==> config.mk <==
export PLATFORM = sky130hd
export DESIGN_NAME = plic_lc_div
export DESIGN_NICKNAME = d
export VERILOG_FILES = /design/src/rtl/core/plic_lc_pkg.sv /design/src/rtl/core/plic_lc_div.sv
export SDC_FILE = /design/constraint.sdc
export NUM_CORES = 2
export LEC_CHECK = 0
export ABC_CLOCK_PERIOD_IN_PS = 2900
export BUFFER_PORTS_ARGS = -buffer_cell sky130_fd_sc_hd__buf_2
export CAP_MARGIN = 10
export CORE_UTILIZATION = 50
export DETAILED_ROUTE_END_ITERATION = 10
export HOLD_SLACK_MARGIN = 0.12
export PLACE_DENSITY = 0.69
export REMOVE_ABC_BUFFERS = 1
export SYNTH_ARGS = -nofsm -noshare
export SYNTH_HDL_FRONTEND = slang
export SYNTH_SLANG_ARGS = --single-unit
==> constraint.sdc <==
create_clock -name clock -period 2.9 [get_ports clock]
set_input_delay 0.58 -clock clock [delete_from_list [all_inputs] [get_ports clock]]
set_output_delay 0.58 -clock clock [all_outputs]
set_load 0.03 [all_outputs]
==> src/rtl/core/plic_lc_pkg.sv <==
// -----------------------------------------------------------------------------
// PLIC line-constant package
// Shared widths, constants, payload types and helpers for the line-constant unit.
// -----------------------------------------------------------------------------
package plic_lc_pkg;

   localparam int FRAC_BITS = 16;
   localparam int IW = FRAC_BITS + 1;      // fraction / slope width
   localparam int NW = FRAC_BITS + 4;      // signed normal width
   localparam int AW = FRAC_BITS + 2;      // alpha width
   localparam int MW = FRAC_BITS + 3;      // normal magnitude width
   localparam int RB = FRAC_BITS + 1;      // root bits, quotient bits
   localparam int XW = 2 * RB;             // square root argument width

   localparam logic [IW-1:0] ONE = {1'b1, {FRAC_BITS{1'b0}}};

   localparam logic [1:0] BAND_LOW  = 2'd0;
   localparam logic [1:0] BAND_MID  = 2'd1;
   localparam logic [1:0] BAND_HIGH = 2'd2;

   typedef logic [8:0][IW-1:0] frac_vec_type;

   typedef struct packed {
      logic signed [NW-1:0] nx;
      logic signed [NW-1:0] nz;
      logic [IW-1:0]        c;
   } side_type;

   typedef struct packed {
      logic          valid;
      side_type      side;
      logic [MW-1:0] mn;
      logic [MW-1:0] mx;
      logic          zero;
   } norm_out_type;

   typedef struct packed {
      logic          valid;
      side_type      side;
      logic [IW-1:0] m;
   } div_out_type;

   typedef struct packed {
      logic          valid;
      side_type      side;
      logic [IW-1:0] m;
      logic [AW-1:0] alpha;
   } alpha_out_type;

   function automatic logic [IW-1:0] clamp_frac(input logic [IW-1:0] v);
      return (v > ONE) ? ONE : v;
   endfunction

endpackage

==> src/rtl/core/plic_lc_div.sv <==
// -----------------------------------------------------------------------------
// PLIC line-constant slope divider
// Restoring division m = floor(min * ONE / max), one quotient bit per stage.
// -----------------------------------------------------------------------------
module plic_lc_div (
   input  logic                      clock,
   input  logic                      reset,
   input  logic                      adv,
   input  plic_lc_pkg::norm_out_type in,
   output plic_lc_pkg::div_out_type  out
);

   localparam int RB = plic_lc_pkg::RB;
   localparam int MW = plic_lc_pkg::MW;
   localparam int IW = plic_lc_pkg::IW;

   logic [RB-1:0]         v_ff;
   logic [MW:0]           r_ff  [RB];
   logic [IW-1:0]         q_ff  [RB];
   logic [MW-1:0]         mx_ff [RB];
   logic [RB-1:0]         z_ff;
   plic_lc_pkg::side_type s_ff  [RB];

   logic [MW:0]           r_in  [RB];
   logic [IW-1:0]         q_in  [RB];

   for (genvar s = 0; s < RB; s++) begin : g_stage
      logic [MW:0]           r_src, r_rem;
      logic [IW-1:0]         q_src;
      logic [MW-1:0]         mx_src;
      logic                  v_src, z_src, ge;
      plic_lc_pkg::side_type s_src;

      if (s == 0) begin : g_first
         assign r_src  = {1'b0, in.mn};
         assign q_src  = '0;
         assign mx_src = in.mx;
         assign v_src  = in.valid;
         assign z_src  = in.zero;
         assign s_src  = in.side;
      end else begin : g_next
         assign r_src  = r_ff[s-1];
         assign q_src  = q_ff[s-1];
         assign mx_src = mx_ff[s-1];
         assign v_src  = v_ff[s-1];
         assign z_src  = z_ff[s-1];
         assign s_src  = s_ff[s-1];
      end

      always_comb begin
         ge       = r_src >= {1'b0, mx_src};
         r_rem    = ge ? (r_src - {1'b0, mx_src}) : r_src;
         r_in[s]  = r_rem << 1;
         q_in[s]  = q_src | (IW'(ge) << (RB - 1 - s));
      end

      always_ff @(posedge clock) begin
         if (reset) begin
            v_ff[s] <= 1'b0;
         end else if (adv) begin
            v_ff[s] <= v_src;
         end
         if (adv) begin
            r_ff[s]  <= r_in[s];
            q_ff[s]  <= q_in[s];
            mx_ff[s] <= mx_src;
            z_ff[s]  <= z_src;
            s_ff[s]  <= s_src;
         end
      end
   end

   // both components zero: take m as full
   assign out.valid = v_ff[RB-1];
   assign out.side  = s_ff[RB-1];
   assign out.m     = z_ff[RB-1] ? plic_lc_pkg::ONE : q_ff[RB-1];

endmodule

==> impl_metrics.yaml <==
status:
  outcome: "finished, violations left"
  violations: "negative setup slack"
global_route:
  grt_max_degree: 117
  grt-ovfl-total: 0
  antenna_found_initial: 0
  grt_pass1_vias: 40100
  grt_usage_pct: 16.6
  grt_pass1_wl_um: 194000
sta:
  fin_crit_ns: 3.16
  max_freq_mhz: 317
  setup_ws_ns: -0.255
  rsz0062_at_grt: "yes"
  slew_headroom_pct: 61.4
  setup_viol: 61
  whs_ns: 0.210
  worstMarginPinSlew_ns: 0.565
  min_period_over_period_pct: 109
  skew_ns: 0.0394
  report.final.slew_viol_count: 0
  final-hold-violation-count: 0
clock_tree:
  cts-buffers-inserted: 179
  clockBufferDepth: 3
  h-tree-depth: 4
  cts_num_sinks: 1764
  cts_tree: "done"
  clk_latency_ns: 0.79
  cts_root_buf: "clkbuf_16"
  clkTransAtPathRegs_ns: 0.05
worst_setup_path:
  r2r_end: "r_ff[0][195]"
  end_kind: "flip-flop"
  crit_type: "flip-flop to flip-flop"
  start_kind: "flip-flop"
  rr_worst_depth: 11
  required_ns: 3.41
  r2r_setup_slack_ns: -0.26
  critPathArrivalTime_ns: 3.66
  regToRegStartpoint: "r_ff[0][175]"
  worstPathMaxFanout: 5
synth:
  yosys.area_share.adder_pct: 6.02
  synthSimpleGateAreaFrac_pct: 5.15
  ys_seq_area_share_pct: 73.1
  netlist_area_sq_um: 72300
  ys.flop_type: "edfxtp_1"
  ys_types: 86
  synth_edf_count: 1747
  yosysWarnings: 0
  synth_compound_area_share_pct: 7.75
  syn_area_per_cell_sq_um: 15.7
  synthCells: 4592
  synth_top_family_by_area: "compound AO/OA/AOI/OAI gates"
  async_flop_share_pct: 0
  synth-seq-cells: 1764
  synth_xor_area_share_pct: 2.81
  synth.area.mux_share_pct: 2.86
layout:
  num-fill-cells: 10300
  utilization_pct: 61.8
  drive_above_1_share_pct: 24.4
  area_growth_pct: 22.6
  final_common_cell: "edfxtp_1"
  diodes: 0
  nets: 5983
  layout_common_cells: "1,747 x edfxtp_1, 478 x buf_4, 369 x inv_1, 299 x ha_1, 217 x nand2_1"
  finish.instance_area_sq_um: 88600
placement:
  place.detailed.hpwl_um: 80100
  routabilityCongestion: 0.945
  placed_area_sq_um: 79100
  pre_cts_ws_ns: -0.385
  io_buffers: 174
power:
  powerDensity_nw_per_um2: 977
  ir_drop_mv: 0.702
  total_power_w: 0.0866
  power_leakage_nw: 34.4
route:
  routed_wl_um: 125000
  drc: 0
  ant_nets: 0
  wl_per_cell_um: 16.4
  via_count: 39300
  drt_iter0_drc: 2175
  vias_per_cell: 5.18
  drt-pass1-iter-count: 5
hold_path:
  holdPathEnd: "r_ff[0][9]"
  whs_path_depth: 3
  hold_class: "input pin to flip-flop"
  min_from: "in[29]"
floorplanning:
  die_y_um: 382
  die_w_um: 382
  core_area_sq_um: 143000
  io_pins: 175
  dieArea_sq_um: 146000
  rows: 139
  start_util_pct: 50.4
run:
  max_cap_viol_count: 0
[where the power goes]
| group | switching [W] | internal (W) |
|---|---|---|
| Clock | 0.00957 | 0.0129 |
| Combinational | 0.0143 | 0.0150 |
| Sequential | 0.00168 | 0.0331 |
[final cells by class]
| class | count | area [sq um] | area share [%] |
|---|---|---|---|
| timing repair inverter | 1 | 6.26 | 0.00706 |
| tap | 1903 | 2380 | 2.69 |
| clock buffer | 197 | 4570 | 5.16 |
| timing repair buffer | 827 | 6910 | 7.79 |
| clock inverter | 129 | 1290 | 1.45 |
| inverter | 383 | 1450 | 1.64 |
| multi-input combinational | 2389 | 19200 | 21.7 |
| sequential | 1764 | 52800 | 59.6 |
[stage by stage]
step | TNS, ns | cells
floorplan | -145.09 | 4536
global placement | -35.93 | 7059
detailed placement | -45.68 | 7059
CTS | -7.11 | 7538
global route | -16.59 | 7593
finish | -7.74 | 7593
[logic make-up after synthesis]
family | Yosys count
compound gates | 856
xor+xnor | 232
fa+ha+maj | 338
buf+inv | 439
flops | 1764
mux | 185
simple gates | 778
[synthesized netlist by cell type, types with 14 or more instances]
cell type / n / share of area [%]
fa_1: 16 / 0.44
inv_1: 382 / 2.0
mux2i_1: 23 / 0.32
nand3_1: 62 / 0.43
o31ai_1: 22 / 0.23
o21a_1: 55 / 0.57
nor2_1: 203 / 1.1
nor3_1: 60 / 0.42
a211o_1: 15 / 0.18
a21o_1: 113 / 1.2
o211ai_1: 23 / 0.24
nand4_1: 35 / 0.30
and2_1: 18 / 0.16
o21ai_0: 211 / 1.5
a31oi_1: 25 / 0.22
ha_1: 322 / 5.6
clkbuf_1: 36 / 0.19
nand2b_1: 29 / 0.25
nor2b_1: 53 / 0.46
xnor2_1: 131 / 1.6
or3_1: 16 / 0.14
nand2_1: 218 / 1.1
and3_1: 30 / 0.26
edfxtp_1: 1747 / 73
o21bai_1: 28 / 0.29
a21oi_1: 220 / 1.5
mux2_2: 157 / 2.4
or2_2: 14 / 0.12
dfxtp_1: 17 / 0.47
a211oi_1: 28 / 0.29
xor2_1: 101 / 1.2
[state kept, by name, summed over array words and instances (netlist names)]
signal and flops:
out 1, q_ff 153, g_stage.z_src 16, s_ff 969, z_ff 1, mx_ff 304, g_stage.v_src 16, r_ff 304
[worst max-delay path: stages, from the launching register on]
cell and delay [ns]:
edfxtp_1 0.44, ha_4 0.28, a21oi_4 0.14, o21ai_2 0.08, or3_1 0.32, o221a_4 0.26
o41ai_4 0.38, o211ai_1 0.17, a41oi_2 0.20, buf_6 0.17, clkbuf_16 0.17, mux2_4 0.29
[repair_timing]
action | 4_1_cts | 5_1_grt
buffers inserted | 58 | 56
pin swaps | 53 | 109
gates cloned | 8 | 12
endpoints found under the hold margin | 101 | 0
hold buffers | 87 | 0
resized for setup | 127 | 245
endpoints found under the setup margin | 230 | 264
[routing by layer]
metal | vias to the layer above | track usage [%] | share of wire (%)
met5 | - | 0 | 0
met4 | 0 | 8.49 | 4.5
li1 | 19300 | - | -
met1 | 19000 | 17.5 | 38
met2 | 718 | 31.1 | 55
met3 | 352 | 3.02 | 3.3
[how the worst max path moves through the flow]
stage	end	start
final	r_ff[0][195]	r_ff[0][175]
after detailed placement	r_ff[0][191]	r_ff[0][171]
after floorplan	r_ff[0][20]	r_ff[0][0]
after global placement	r_ff[0][299]	r_ff[0][266]
after CTS	r_ff[0][193]	r_ff[0][171]
after global routing	r_ff[0][25]	r_ff[0][0]
Power figures use the tool's default switching activity.
