==> config.mk <==
export PLATFORM = sky130hd
export DESIGN_NAME = plic_lc_norm
export DESIGN_NICKNAME = d
export VERILOG_FILES = /design/src/rtl/core/plic_lc_pkg.sv /design/src/rtl/core/plic_lc_norm.sv
export SDC_FILE = /design/constraint.sdc
export NUM_CORES = 1
export LEC_CHECK = 0
export BUFFER_PORTS_ARGS = -buffer_cell sky130_fd_sc_hd__buf_4
export CAP_MARGIN = 5
export CORE_AREA = 2 2 171 173
export CTS_BUF_LIST = sky130_fd_sc_hd__clkbuf_2 sky130_fd_sc_hd__clkbuf_4 sky130_fd_sc_hd__clkbuf_8
export CTS_CLUSTER_DIAMETER = 60
export CTS_CLUSTER_SIZE = 40
export DETAILED_ROUTE_END_ITERATION = 6
export DIE_AREA = 0 0 173 175
export PLACE_DENSITY_LB_ADDON = 0.15
export SYNTH_ARGS = -nofsm -noshare
export SYNTH_HDL_FRONTEND = slang
export SYNTH_SLANG_ARGS = --single-unit
==> constraint.sdc <==
create_clock -name clock -period 7.6 [get_ports clock]
set_clock_uncertainty 0.2 [all_clocks]
set_input_delay 0.76 -clock clock [delete_from_list [all_inputs] [get_ports clock]]
set_output_delay 0.76 -clock clock [all_outputs]
set_load 0.02 [all_outputs]
==> src/rtl/core/plic_lc_pkg.sv <==
// -----------------------------------------------------------------------------
// PLIC line-constant package
// Shared widths, constants, payload types and helpers for the line-constant unit.
// -----------------------------------------------------------------------------
package plic_lc_pkg;

   localparam int FRAC_BITS = 16;
   localparam int IW = FRAC_BITS + 1;      // fraction / slope width
   localparam int NW = FRAC_BITS + 4;      // signed normal width
   localparam int AW = FRAC_BITS + 2;      // alpha width
   localparam int MW = FRAC_BITS + 3;      // normal magnitude width
   localparam int RB = FRAC_BITS + 1;      // root bits, quotient bits
   localparam int XW = 2 * RB;             // square root argument width

   localparam logic [IW-1:0] ONE = {1'b1, {FRAC_BITS{1'b0}}};

   localparam logic [1:0] BAND_LOW  = 2'd0;
   localparam logic [1:0] BAND_MID  = 2'd1;
   localparam logic [1:0] BAND_HIGH = 2'd2;

   typedef logic [8:0][IW-1:0] frac_vec_type;

   typedef struct packed {
      logic signed [NW-1:0] nx;
      logic signed [NW-1:0] nz;
      logic [IW-1:0]        c;
   } side_type;

   typedef struct packed {
      logic          valid;
      side_type      side;
      logic [MW-1:0] mn;
      logic [MW-1:0] mx;
      logic          zero;
   } norm_out_type;

   typedef struct packed {
      logic          valid;
      side_type      side;
      logic [IW-1:0] m;
   } div_out_type;

   typedef struct packed {
      logic          valid;
      side_type      side;
      logic [IW-1:0] m;
      logic [AW-1:0] alpha;
   } alpha_out_type;

   function automatic logic [IW-1:0] clamp_frac(input logic [IW-1:0] v);
      return (v > ONE) ? ONE : v;
   endfunction

endpackage

==> src/rtl/core/plic_lc_norm.sv <==
// -----------------------------------------------------------------------------
// PLIC line-constant normal stages
// Saturates the stencil, forms the Sobel normal, then its magnitude max and min.
// -----------------------------------------------------------------------------
module plic_lc_norm (
   input  logic                       clock,
   input  logic                       reset,
   input  logic                       adv,
   input  logic                       in_valid,
   input  plic_lc_pkg::frac_vec_type  in_frac,
   output plic_lc_pkg::norm_out_type  out
);

   logic [plic_lc_pkg::IW-1:0] f [9];
   logic [plic_lc_pkg::MW-1:0] top, bot, lft, rgt;

   logic                  a_valid_ff;
   plic_lc_pkg::side_type a_side_ff, a_side_in;

   logic [plic_lc_pkg::MW-1:0] ax, az;
   plic_lc_pkg::norm_out_type  b_ff, b_in;

   always_comb begin
      for (int k = 0; k < 9; k++) begin
         f[k] = plic_lc_pkg::clamp_frac(in_frac[k]);
      end
      top = plic_lc_pkg::MW'(f[0]) + (plic_lc_pkg::MW'(f[1]) << 1) + plic_lc_pkg::MW'(f[2]);
      bot = plic_lc_pkg::MW'(f[6]) + (plic_lc_pkg::MW'(f[7]) << 1) + plic_lc_pkg::MW'(f[8]);
      lft = plic_lc_pkg::MW'(f[0]) + (plic_lc_pkg::MW'(f[3]) << 1) + plic_lc_pkg::MW'(f[6]);
      rgt = plic_lc_pkg::MW'(f[2]) + (plic_lc_pkg::MW'(f[5]) << 1) + plic_lc_pkg::MW'(f[8]);
      a_side_in.nx = $signed({1'b0, top}) - $signed({1'b0, bot});
      a_side_in.nz = $signed({1'b0, lft}) - $signed({1'b0, rgt});
      a_side_in.c  = f[4];
   end

   always_comb begin
      ax = a_side_ff.nx[plic_lc_pkg::NW-1] ? plic_lc_pkg::MW'(-a_side_ff.nx)
                                           : plic_lc_pkg::MW'(a_side_ff.nx);
      az = a_side_ff.nz[plic_lc_pkg::NW-1] ? plic_lc_pkg::MW'(-a_side_ff.nz)
                                           : plic_lc_pkg::MW'(a_side_ff.nz);
      b_in.valid = a_valid_ff;
      b_in.side  = a_side_ff;
      b_in.mx    = (ax > az) ? ax : az;
      b_in.mn    = (ax > az) ? az : ax;
      b_in.zero  = (ax == '0) && (az == '0);
   end

   always_ff @(posedge clock) begin
      if (reset) begin
         a_valid_ff <= 1'b0;
         b_ff.valid <= 1'b0;
      end else if (adv) begin
         a_valid_ff <= in_valid;
         b_ff.valid <= b_in.valid;
      end
      if (adv) begin
         a_side_ff <= a_side_in;
         b_ff.side <= b_in.side;
         b_ff.mx   <= b_in.mx;
         b_ff.mn   <= b_in.mn;
         b_ff.zero <= b_in.zero;
      end
   end

   assign out = b_ff;

endmodule

==> results by group <==
Run status
  • Outcome: completed

Synth
  • Post-Synth Adder-Cell Area: 26.2%
  • Largest family of logic cells by synthesized area: adder cells
  • Post-synthesis mux area share: 3.24%
  • Post-synthesis register bit count: 155
  • Post-synthesis compound-gate area fraction: 8.01%
  • Simple-gate share of the synthesized area: 13.6%
  • Post-Synthesis Cells: 1170
  • Async S/R FF share, synth: 0%
  • Synthesized cell area: 0.0127 mm^2
  • Avg Cell Area, Syn: 10.8 um^2
  • Sequential share of the synthesized area: 36.6%
  • Net Count, Synth: 1525
  • Syn. warnings: 0
  • Post-Synth XOR/XNOR Area: 5.85%
  • EDFF count, synth: 153
  • Synth Flop Type: edfxtp_1
  • Synth unique cells: 60

Finish
  • Multi-input logic area: 0.00721 mm^2
  • Layout Area Growth over Synthesis: 21.3%
  • Most frequent cells in the layout: 253 x buf_4, 196 x inv_1, 153 x edfxtp_1
  • Antenna diodes: 0
  • Final net count: 1775
  • Share of cells above drive strength 1: 21.1%
  • Commonest non-fill, non-tap cell in the layout: buf_4
  • Fillers: 2625
  • Fin util: 54.1%
  • Reg area: 0.00463 mm^2

Critical path
  • Worst EP arrival: 6290 ps
  • Slowest stage delay, CP: 910 ps
  • Critical-path top delay cell: nor4_1
  • Delay-heaviest family, CP: compound AO/OA/AOI/OAI gates
  • Sequence of cells on the critical path: buf_4, nor4_1, a41o_1, nand2_1, xor2_1, ha_1, fa_1, inv_1, fa_1, inv_1, fa_1, a211oi_1, o21ai_0, a211o_1, a31o_2, a221oi_1, xnor2_1
  • CP max FO: 10
  • Crit end category: register
  • WS Path Type: primary input to register
  • Most numerous cell on the critical path: fa_1
  • CP bufs+invs: 3
  • Critical Path Source Type: primary input
  • Critical Path RT: 7590 ps

STA
  • Final setup TNS: 0 ps
  • Fin crit period: 6300 ps
  • Final Max Slew Viols: 0
  • Fmax: 159 MHz
  • Final worst-path cycle share: 82.9%
  • Slew @ Worst Pin: 1130 ps
  • Final setup fails: 0
  • RSZ-0062 raised after global routing: no
  • Final Hold Fails: 0
  • Max_slew headroom: 24.9%

Routing
  • Vias: 9287
  • Residual DRC: 0
  • Post-Route WL: 34400 um
  • First drt pass iteration count: 5
  • Vias per std cell: 5.11
  • DR WL/cell: 18.9 um
  • Post-DRT Antenna Nets: 0
  • DR iter-0 viols: 537

Pwr
  • P per Cell Area: 406 mW/mm^2
  • Flop pwr share: 28.3%
  • Pint: 0.00348 W
  • Comb power frac: 61.9%
  • VDD IR-drop max: 0.273 mV
  • Clock power share: 9.8%
  • Total leakage power: 7.05 nW
  • Switch Pwr: 0.00276 W
  • Sw Ratio: 44.2%

Clocking
  • Clock Latency Late Sink: 440 ps
  • H-tree levels: 4
  • Clock Pin Slew Worst Setup and Hold Paths: 90 ps
  • Post-CTS sizing: 0
  • Clock Sinks: 155
  • Number of CTS-inserted buffers: 17
  • Postcts setup bufs: 0
  • Clock Path Buffers: 2
  • CTS tree: built
  • CTS root buf: clkbuf_8
  • # hold bufs at CTS: 0

Global routing
  • Number of global-route vias before repair: 9611
  • Total Routing Usage GR: 22.9%
  • Antenna violations before repair: 0
  • First-pass GRT wire length: 53300 um
  • Pin count of the biggest net entering global routing: 88
  • GRT overflow: 0

Placement
  • Post-DP HPWL: 29900 um
  • IO buf count: 253
  • Routability cong.: 0.968

Floorplanning
  • Die ar.: 0.0303 mm^2
  • Die H: 175 um
  • Core ar.: 0.0284 mm^2
  • I/O pin cnt: 254
  • Row count: 62
  • Die width: 173 um
  • Initial Util: 44.6%

Hold path
  • Tightest Hold Check Type: register to register

Job
  • Max Cap Viol: 0
[through the flow]
step	setup WS (ps)	power [W]	instance area, um^2	hold WS (ps)	instances
final	1300	0.00624	15400	219	1817
after detailed placement	935	0.00564	15000	205	1785
after global routing	1160	0.00680	15400	222	1817
after floorplan	2090	0.00450	12700	200	1170
after CTS	1400	0.00626	15400	219	1817
after global placement	951	0.00555	15000	200	1785
[final timing paths]
| kind | from | endpoint | slack [ps] | depth (start not counted) |
|---|---|---|---|---|
| worst max-delay path | in_frac[147] | a_side_ff[54]$_DFFE_PP_ | 1300 | 17 |
| worst min-delay path | a_side_ff[11]$_SDFFCE_PN0P_ | out[50]$_DFFE_PP_ | 220 | 0 |
| worst max register to register | a_side_ff[37]$_DFFE_PP_ | out[33]$_DFFE_PP_ | 2150 | 15 |
| worst min register to register | a_side_ff[11]$_SDFFCE_PN0P_ | out[50]$_DFFE_PP_ | 220 | 0 |
[power groups by stage]
stage          Sequential, W  Clock, W  Combinational, W
3_5_place_dp         0.00179         0           0.00385
2_1_floorplan        0.00192         0           0.00259
5_1_grt              0.00181  0.000660           0.00433
6_report             0.00176  0.000610           0.00386
4_1_cts              0.00177  0.000630           0.00387
3_3_place_gp         0.00178         0           0.00377
[final cells by class]
class                      instances  area share (%)
tap                              384            3.13
multi-input combinational        794            46.9
inverter                         198            4.83
clock inverter                    15            1.06
sequential                       155            30.1
clock buffer                      17            1.52
timing repair buffer             254            12.4
[synthesized netlist by cell type (4+ instances only)]
cell       instances  area (um^2)
nor4_1            37          231
and3_1             9         56.3
nand2_1          116          435
inv_1            196          736
a21o_1            37          278
clkbuf_1          18         67.6
xor2_1            58          508
o211ai_1           5         37.5
o31ai_1            9         67.6
fa_1             112         2240
nor2_1            29          109
o2111ai_1          4         35.0
mux2i_1           41          410
and2_1            30          188
nor3_1            10         50.1
or3_1              4         25.0
a41o_1             7         70.1
buf_2              4         20.0
nand2b_1           4         25.0
ha_1              86         1080
nand4_1           15         93.8
edfxtp_1         153         4590
o21bai_1           4         30.0
xnor2_1           23          201
nand3_1           14         70.1
nor2b_1           37          231
o41ai_1            5         43.8
a21oi_1           29          145
o21ai_0           25          125
[state kept, by name (all words and copies together) (netlist names)]
| register | count |
|---|---|
| out | 97 |
| a_side_ff | 57 |
| a_valid_ff | 1 |
[kinds of logic (layout without fill, tap and decap cells)]
family                     after synthesis  in the layout
and+or+nand+nor                        326            326
muxes                                   41             41
buffers and inverters                  221            484
AOI/OAI and AO/OA                      146            146
DFF                                    155            155
xor gates and xnor gates                83             83
adders and majority gates              198            198
[per-layer routing]
layer | share of wire [%] | global-route usage, % | vias up | routed length, um
li1 | - | - | 4487 | -
met1 | 46 | 31.6 | 4402 | 15600
met2 | 45 | 36.7 | 349 | 15600
met3 | 5.5 | 3.24 | 49 | 1900
met4 | 3.5 | 9.18 | 0 | 1200
met5 | 0 | 0 | - | 0
[worst register-to-register path, cell delays in order (launching register included)]
cell and delay [ps]:
edfxtp_1 480, inv_1 170, ha_1 220, nor3b_1 330, nand3_1 250, o41ai_1 420
xor2_1 400, inv_1 90, ha_1 320, a21o_1 180, a21o_1 180, a21oi_1 120
o21ai_0 170, a21oi_1 420, a31o_2 930, mux2i_1 260
Power figures use the tool's default switching activity.
