==> config.mk <==
export PLATFORM = sky130hd
export DESIGN_NAME = plic_lc_alpha
export DESIGN_NICKNAME = d
export VERILOG_FILES = /design/src/rtl/core/plic_lc_pkg.sv /design/src/rtl/core/plic_lc_alpha.sv
export SDC_FILE = /design/constraint.sdc
export NUM_CORES = 2
export LEC_CHECK = 0
export BUFFER_PORTS_ARGS = -buffer_cell sky130_fd_sc_hd__buf_2
export CORE_MARGIN = 3
export CORE_UTILIZATION = 25
export DETAILED_ROUTE_END_ITERATION = 6
export GPL_TIMING_DRIVEN = 0
export HOLD_SLACK_MARGIN = 0.06
export PLACE_DENSITY_LB_ADDON = 0.05
export SLEW_MARGIN = 5
export SYNTH_ARGS = -nofsm -noshare
export SYNTH_HDL_FRONTEND = slang
export SYNTH_SLANG_ARGS = --single-unit
==> constraint.sdc <==
create_clock -name clock -period 11.3 [get_ports clock]
set_clock_uncertainty 0.2 [all_clocks]
set_input_delay 1.695 -clock clock [delete_from_list [all_inputs] [get_ports clock]]
set_output_delay 1.695 -clock clock [all_outputs]
set_load 0.02 [all_outputs]
==> src/rtl/core/plic_lc_pkg.sv <==
// -----------------------------------------------------------------------------
// PLIC line-constant package
// Shared widths, constants, payload types and helpers for the line-constant unit.
// -----------------------------------------------------------------------------
package plic_lc_pkg;

   localparam int FRAC_BITS = 16;
   localparam int IW = FRAC_BITS + 1;      // fraction / slope width
   localparam int NW = FRAC_BITS + 4;      // signed normal width
   localparam int AW = FRAC_BITS + 2;      // alpha width
   localparam int MW = FRAC_BITS + 3;      // normal magnitude width
   localparam int RB = FRAC_BITS + 1;      // root bits, quotient bits
   localparam int XW = 2 * RB;             // square root argument width

   localparam logic [IW-1:0] ONE = {1'b1, {FRAC_BITS{1'b0}}};

   localparam logic [1:0] BAND_LOW  = 2'd0;
   localparam logic [1:0] BAND_MID  = 2'd1;
   localparam logic [1:0] BAND_HIGH = 2'd2;

   typedef logic [8:0][IW-1:0] frac_vec_type;

   typedef struct packed {
      logic signed [NW-1:0] nx;
      logic signed [NW-1:0] nz;
      logic [IW-1:0]        c;
   } side_type;

   typedef struct packed {
      logic          valid;
      side_type      side;
      logic [MW-1:0] mn;
      logic [MW-1:0] mx;
      logic          zero;
   } norm_out_type;

   typedef struct packed {
      logic          valid;
      side_type      side;
      logic [IW-1:0] m;
   } div_out_type;

   typedef struct packed {
      logic          valid;
      side_type      side;
      logic [IW-1:0] m;
      logic [AW-1:0] alpha;
   } alpha_out_type;

   function automatic logic [IW-1:0] clamp_frac(input logic [IW-1:0] v);
      return (v > ONE) ? ONE : v;
   endfunction

endpackage

==> src/rtl/core/plic_lc_alpha.sv <==
// -----------------------------------------------------------------------------
// PLIC line-constant alpha stages
// Band select and root argument product, pipelined square root, final alpha.
// -----------------------------------------------------------------------------
module plic_lc_alpha (
   input  logic                       clock,
   input  logic                       reset,
   input  logic                       adv,
   input  plic_lc_pkg::div_out_type   in,
   output plic_lc_pkg::alpha_out_type out
);

   localparam int RB = plic_lc_pkg::RB;
   localparam int XW = plic_lc_pkg::XW;
   localparam int IW = plic_lc_pkg::IW;
   localparam int AW = plic_lc_pkg::AW;

   // band and product stage
   logic [IW:0]           c2, hi_lim;
   logic [IW-1:0]         a_op;
   logic [2*IW-1:0]       prod;
   logic [1:0]            band_in, band_ff;
   logic [XW-1:0]         x_in, x_ff;
   logic                  p_valid_ff;
   plic_lc_pkg::side_type p_side_ff;
   logic [IW-1:0]         p_m_ff;

   always_comb begin
      c2     = {in.side.c, 1'b0};
      hi_lim = {plic_lc_pkg::ONE, 1'b0} - {1'b0, in.m};
      if (c2 <= {1'b0, in.m}) begin
         band_in = plic_lc_pkg::BAND_LOW;
      end else if (c2 <= hi_lim) begin
         band_in = plic_lc_pkg::BAND_MID;
      end else begin
         band_in = plic_lc_pkg::BAND_HIGH;
      end
      a_op = (band_in == plic_lc_pkg::BAND_LOW) ? in.side.c
                                                : (plic_lc_pkg::ONE - in.side.c);
      prod = (2*IW)'(a_op) * (2*IW)'(in.m);
      x_in = XW'({prod, 1'b0});
   end

   always_ff @(posedge clock) begin
      if (reset) begin
         p_valid_ff <= 1'b0;
      end else if (adv) begin
         p_valid_ff <= in.valid;
      end
      if (adv) begin
         band_ff   <= band_in;
         x_ff      <= x_in;
         p_side_ff <= in.side;
         p_m_ff    <= in.m;
      end
   end

   // square root, one root bit per stage
   logic [RB-1:0]         v_ff;
   logic [XW:0]           rem_ff  [RB];
   logic [RB-1:0]         root_ff [RB];
   logic [1:0]            bd_ff   [RB];
   logic [IW-1:0]         m_ff    [RB];
   plic_lc_pkg::side_type s_ff    [RB];

   for (genvar s = 0; s < RB; s++) begin : g_root
      logic [XW:0]           rem_src, trial, rem_in;
      logic [RB-1:0]         root_src, root_in;
      logic [1:0]            bd_src;
      logic [IW-1:0]         m_src;
      logic                  v_src;
      plic_lc_pkg::side_type s_src;

      if (s == 0) begin : g_first
         assign rem_src  = {1'b0, x_ff};
         assign root_src = '0;
         assign bd_src   = band_ff;
         assign m_src    = p_m_ff;
         assign v_src    = p_valid_ff;
         assign s_src    = p_side_ff;
      end else begin : g_next
         assign rem_src  = rem_ff[s-1];
         assign root_src = root_ff[s-1];
         assign bd_src   = bd_ff[s-1];
         assign m_src    = m_ff[s-1];
         assign v_src    = v_ff[s-1];
         assign s_src    = s_ff[s-1];
      end

      always_comb begin
         trial = ((XW+1)'(root_src) << (RB - s)) + ((XW+1)'(1) << (2 * (RB - 1 - s)));
         if (rem_src >= trial) begin
            rem_in  = rem_src - trial;
            root_in = root_src | (RB'(1) << (RB - 1 - s));
         end else begin
            rem_in  = rem_src;
            root_in = root_src;
         end
      end

      always_ff @(posedge clock) begin
         if (reset) begin
            v_ff[s] <= 1'b0;
         end else if (adv) begin
            v_ff[s] <= v_src;
         end
         if (adv) begin
            rem_ff[s]  <= rem_in;
            root_ff[s] <= root_in;
            bd_ff[s]   <= bd_src;
            m_ff[s]    <= m_src;
            s_ff[s]    <= s_src;
         end
      end
   end

   // final alpha
   logic [AW:0]                 mid_sum;
   logic [AW:0]                 high_val;
   plic_lc_pkg::alpha_out_type  o_ff, o_in;

   always_comb begin
      mid_sum  = (AW+1)'({s_ff[RB-1].c, 1'b0}) + (AW+1)'(m_ff[RB-1]);
      high_val = (AW+1)'(m_ff[RB-1]) + (AW+1)'(plic_lc_pkg::ONE)
               - (AW+1)'(root_ff[RB-1]);
      o_in.valid = v_ff[RB-1];
      o_in.side  = s_ff[RB-1];
      o_in.m     = m_ff[RB-1];
      case (bd_ff[RB-1])
         plic_lc_pkg::BAND_LOW:  o_in.alpha = AW'(root_ff[RB-1]);
         plic_lc_pkg::BAND_MID:  o_in.alpha = mid_sum[AW:1];
         default:                o_in.alpha = high_val[AW-1:0];
      endcase
   end

   always_ff @(posedge clock) begin
      if (reset) begin
         o_ff.valid <= 1'b0;
      end else if (adv) begin
         o_ff.valid <= o_in.valid;
      end
      if (adv) begin
         o_ff.side  <= o_in.side;
         o_ff.m     <= o_in.m;
         o_ff.alpha <= o_in.alpha;
      end
   end

   assign out = o_ff;

endmodule

==> out/qor.txt <==
Status - complete, no violations
CTS clk-pin slew, worst paths - 0.05 ns
Pleak - 39.3 nW
Sequential area share after synthesis - 72.9%
Int Pwr - 0.0184 W
Hold Buf Count CTS - 0
Min Tclk post-route - 10.85 ns
Mapped Avg Cell Area - 16.1 um2
Core Region - 360000 um2
Area leader, netlist - edfxtp_1
Worst skew pair latency - 0.87 ns
Combinational share of power - 30.6%
Rows - 220
Mapped Area - 90800 um2
MaxCap Viol Count - 0
Die H - 609 um
First DRT Iteration DRCs - 2444
Final layout net count - 6743
Worst-margin pin slew - 1.03 ns
Switch share - 32.1%
HPWL after detailed placement - 129000 um
Gpl congestion - 0.791
Vias per cell - 4.05
Crit Path Class - primary input to flip-flop
Final Cycle Share - 96.1%
CTS tree - done
Die Span X - 609 um
Vias - 44.8k
Critical Path Sink Type - flip-flop
Commonest non-fill, non-tap cell in the layout - edfxtp_1
Hold Path Class - flip-flop to flip-flop
Critical Path Fanout Max - 12
Seq pwr share - 39.5%
CP Data Arrival Time - 11.25 ns
Root Buffer - clkbuf_16
Initial antenna violation count - 8
Share of cells above drive strength 1 - 10.3%
Primary FF master, synth - edfxtp_1
Pre-antenna DRT Iters - 4
Syn. warnings - 0
TritonCTS Buffers - 272
Worst VDD drop - 0.532 mV
GRT overflow - 0
Rel. slew slack - 30.5%
Area share of the largest cell type after synthesis - 72.5%
Finish-stage setup viols - 0
IO Count - 171
Req. time, crit path - 11.69 ns
Post-Syn Instances - 5636
# port buffers - 169
Most frequent cells in the layout - edfxtp_1 (2190), inv_1 (559), nand2_1 (393), ha_1 (340), clkbuf_16 (278)
Tot GR Track Use - 9.92%
H-Tree Depth - 5
Detail Route Antenna Nets - 0
Power Density - 254 nW/um2
CTS sink count - 2209
Async SR Flop Fraction - 0%
RSZ-0062 raised after global routing - no
Starting density of the core - 25.2%
Fillers - 35.8k
Largest net degree at the start of global routing - 166
Post-synth net total - 6280
Area Growth Syn to Fin - 17.4%
Post-synthesis register bit count - 2209
First-pass GRT wire length - 288000 um
Clock Tree Buf Depth - 4
Die area - 370000 um2
NetSw - 0.00868 W
DRC viols - 0
Top cells by area in the synthesized netlist - edfxtp_1 (72%), fa_1 (5.0%), ha_1 (4.7%), inv_1 (2.3%), xnor2_1 (1.7%)
Clk pwr share - 30.0%
Hold Slack - 0.187 ns
Post-synth EDFFs - 2190
Netlist cell types - 88
Final max-slew violation count - 0
Final Hold Fails - 0
WL per Instance - 16.8 um
Setup_tns - 0 ns
Max Fclk - 92.1 MHz
Final wirelength - 186000 um
Vias in the first global route - 47.3k
Startpoint types - primary input
[cell usage after synthesis (13+ instances only)]
library cell / number
edfxtp_1: 2190
inv_1: 559
nand2_1: 393
ha_1: 340
nor2_1: 244
fa_1: 226
o21ai_0: 179
xnor2_1: 177
a21oi_1: 160
xor2_1: 125
nor4_1: 92
nor3_1: 86
and2_1: 80
a21o_1: 75
clkbuf_1: 71
o21a_1: 47
nand3_1: 43
nand4_1: 40
mux2i_1: 39
nand2b_1: 38
o31ai_1: 35
nor2b_1: 30
or3_1: 30
a211oi_1: 26
or4_1: 21
dfxtp_1: 19
a21boi_0: 14
o211ai_1: 14
o21bai_1: 14
and3_1: 13
buf_2: 13
or2_2: 13
[critical path: stages]
cell and delay [ns]:
buf_2 0.43, inv_1 0.17, clkbuf_2 0.34, fa_1 0.50, nor2_1 0.13, a211o_1 0.16
a221oi_1 0.14, a21oi_2 0.39, o21ai_0 0.24, xnor2_2 0.69, clkbuf_1 0.60, nand2_1 0.17
fa_1 0.61, fa_1 0.44, fa_1 0.53, inv_1 0.05, fa_1 0.50, fa_1 0.57
inv_1 0.06, fa_1 0.53, inv_1 0.05, ha_1 0.36, nand3_1 0.20, o31ai_1 0.61
a21oi_1 0.30, o311a_1 0.40, o21ai_0 0.21, xnor2_1 0.13
[power groups by stage]
stage / Sequential [W] / Combinational [W] / Clock [W]
after floorplan: 0.0107 / 0.00604 / 0
after global placement: 0.0115 / 0.00846 / 0
after detailed placement: 0.0109 / 0.00840 / 0
after CTS: 0.0107 / 0.00850 / 0.00857
after global routing: 0.0108 / 0.00952 / 0.00890
final: 0.0107 / 0.00828 / 0.00812
[cells by family after synthesis]
kind of cell | after synthesis | share of synthesized area [%]
AO/OA/AOI/OAI | 663 | 4.67
XOR/XNOR | 302 | 2.91
multiplexers | 51 | 0.579
AND/OR/NAND/NOR | 1196 | 6.57
buffers and inverters | 649 | 2.72
adder cells (fa/ha/maj) | 566 | 9.67
flip-flops | 2209 | 72.9
[flip-flops by register name, summed over array words and instances (netlist names), 2 cells and up]
signal and cells:
band_ff 2, bd_ff 34, g_root.m_src 17, g_root.s_src 57
g_root.v_src 17, m_ff 289, out 93, rem_ff 544
root_ff 153, s_ff 969, x_ff 33
[routing by layer]
layer,GRT usage (%),vias up,wire length [um]
li1,-,21700,-
met1,12.8,22200,82500
met2,16.7,623,90600
met3,1.95,348,7140
met4,3.23,0,5410
met5,0,-,0
[cell type report]
| type | instances | area [um2] | area share (%) |
|---|---|---|---|
| Sequential cell | 2209 | 66100 | 62.1 |
| Multi-Input combinational cell | 2778 | 22300 | 20.9 |
| Clock buffer | 348 | 7240 | 6.79 |
| Tap cell | 4773 | 5970 | 5.60 |
| Inverter | 561 | 2110 | 1.98 |
| Timing Repair Buffer | 197 | 1410 | 1.32 |
| Clock inverter | 131 | 1070 | 1.01 |
| Buffer | 80 | 338 | 0.317 |
| Antenna cell | 3 | 7.51 | 0.00704 |
[per-stage QoR]
stage	utilization (%)	worst slack, ns	cell area, um2	cells	total power, W
final	29.6	0.445	107000	11100	0.0271
after global routing	29.6	0.0670	107000	11100	0.0292
after CTS	29.6	0.0199	107000	11100	0.0278
after detailed placement	27.2	-2.07	98100	10600	0.0193
after global placement	27.1	-29.01	97600	10600	0.0199
after floorplan	-	1.44	90800	5636	0.0168
[timing repair]
| item | CTS | global route |
|---|---|---|
| setup buffers | 1 | 8 |
| setup endpoints to repair | 18 | 12 |
| pin swaps | 1 | 3 |
| gates resized for setup | 8 | 10 |
[worst paths after layout]
kind | slack [ns] | depth (start not counted) | from | end
setup reg to reg | 7.41 | 11 | root_ff[0][247] | rem_ff[0][550]
hold / removal | 0.19 | 0 | s_ff[0][270] | s_ff[0][327]
hold reg to reg | 0.19 | 0 | s_ff[0][270] | s_ff[0][327]
setup / recovery | 0.45 | 28 | in[17] | x_ff[33]
No activity file was read; power rests on OpenSTA's default activity.
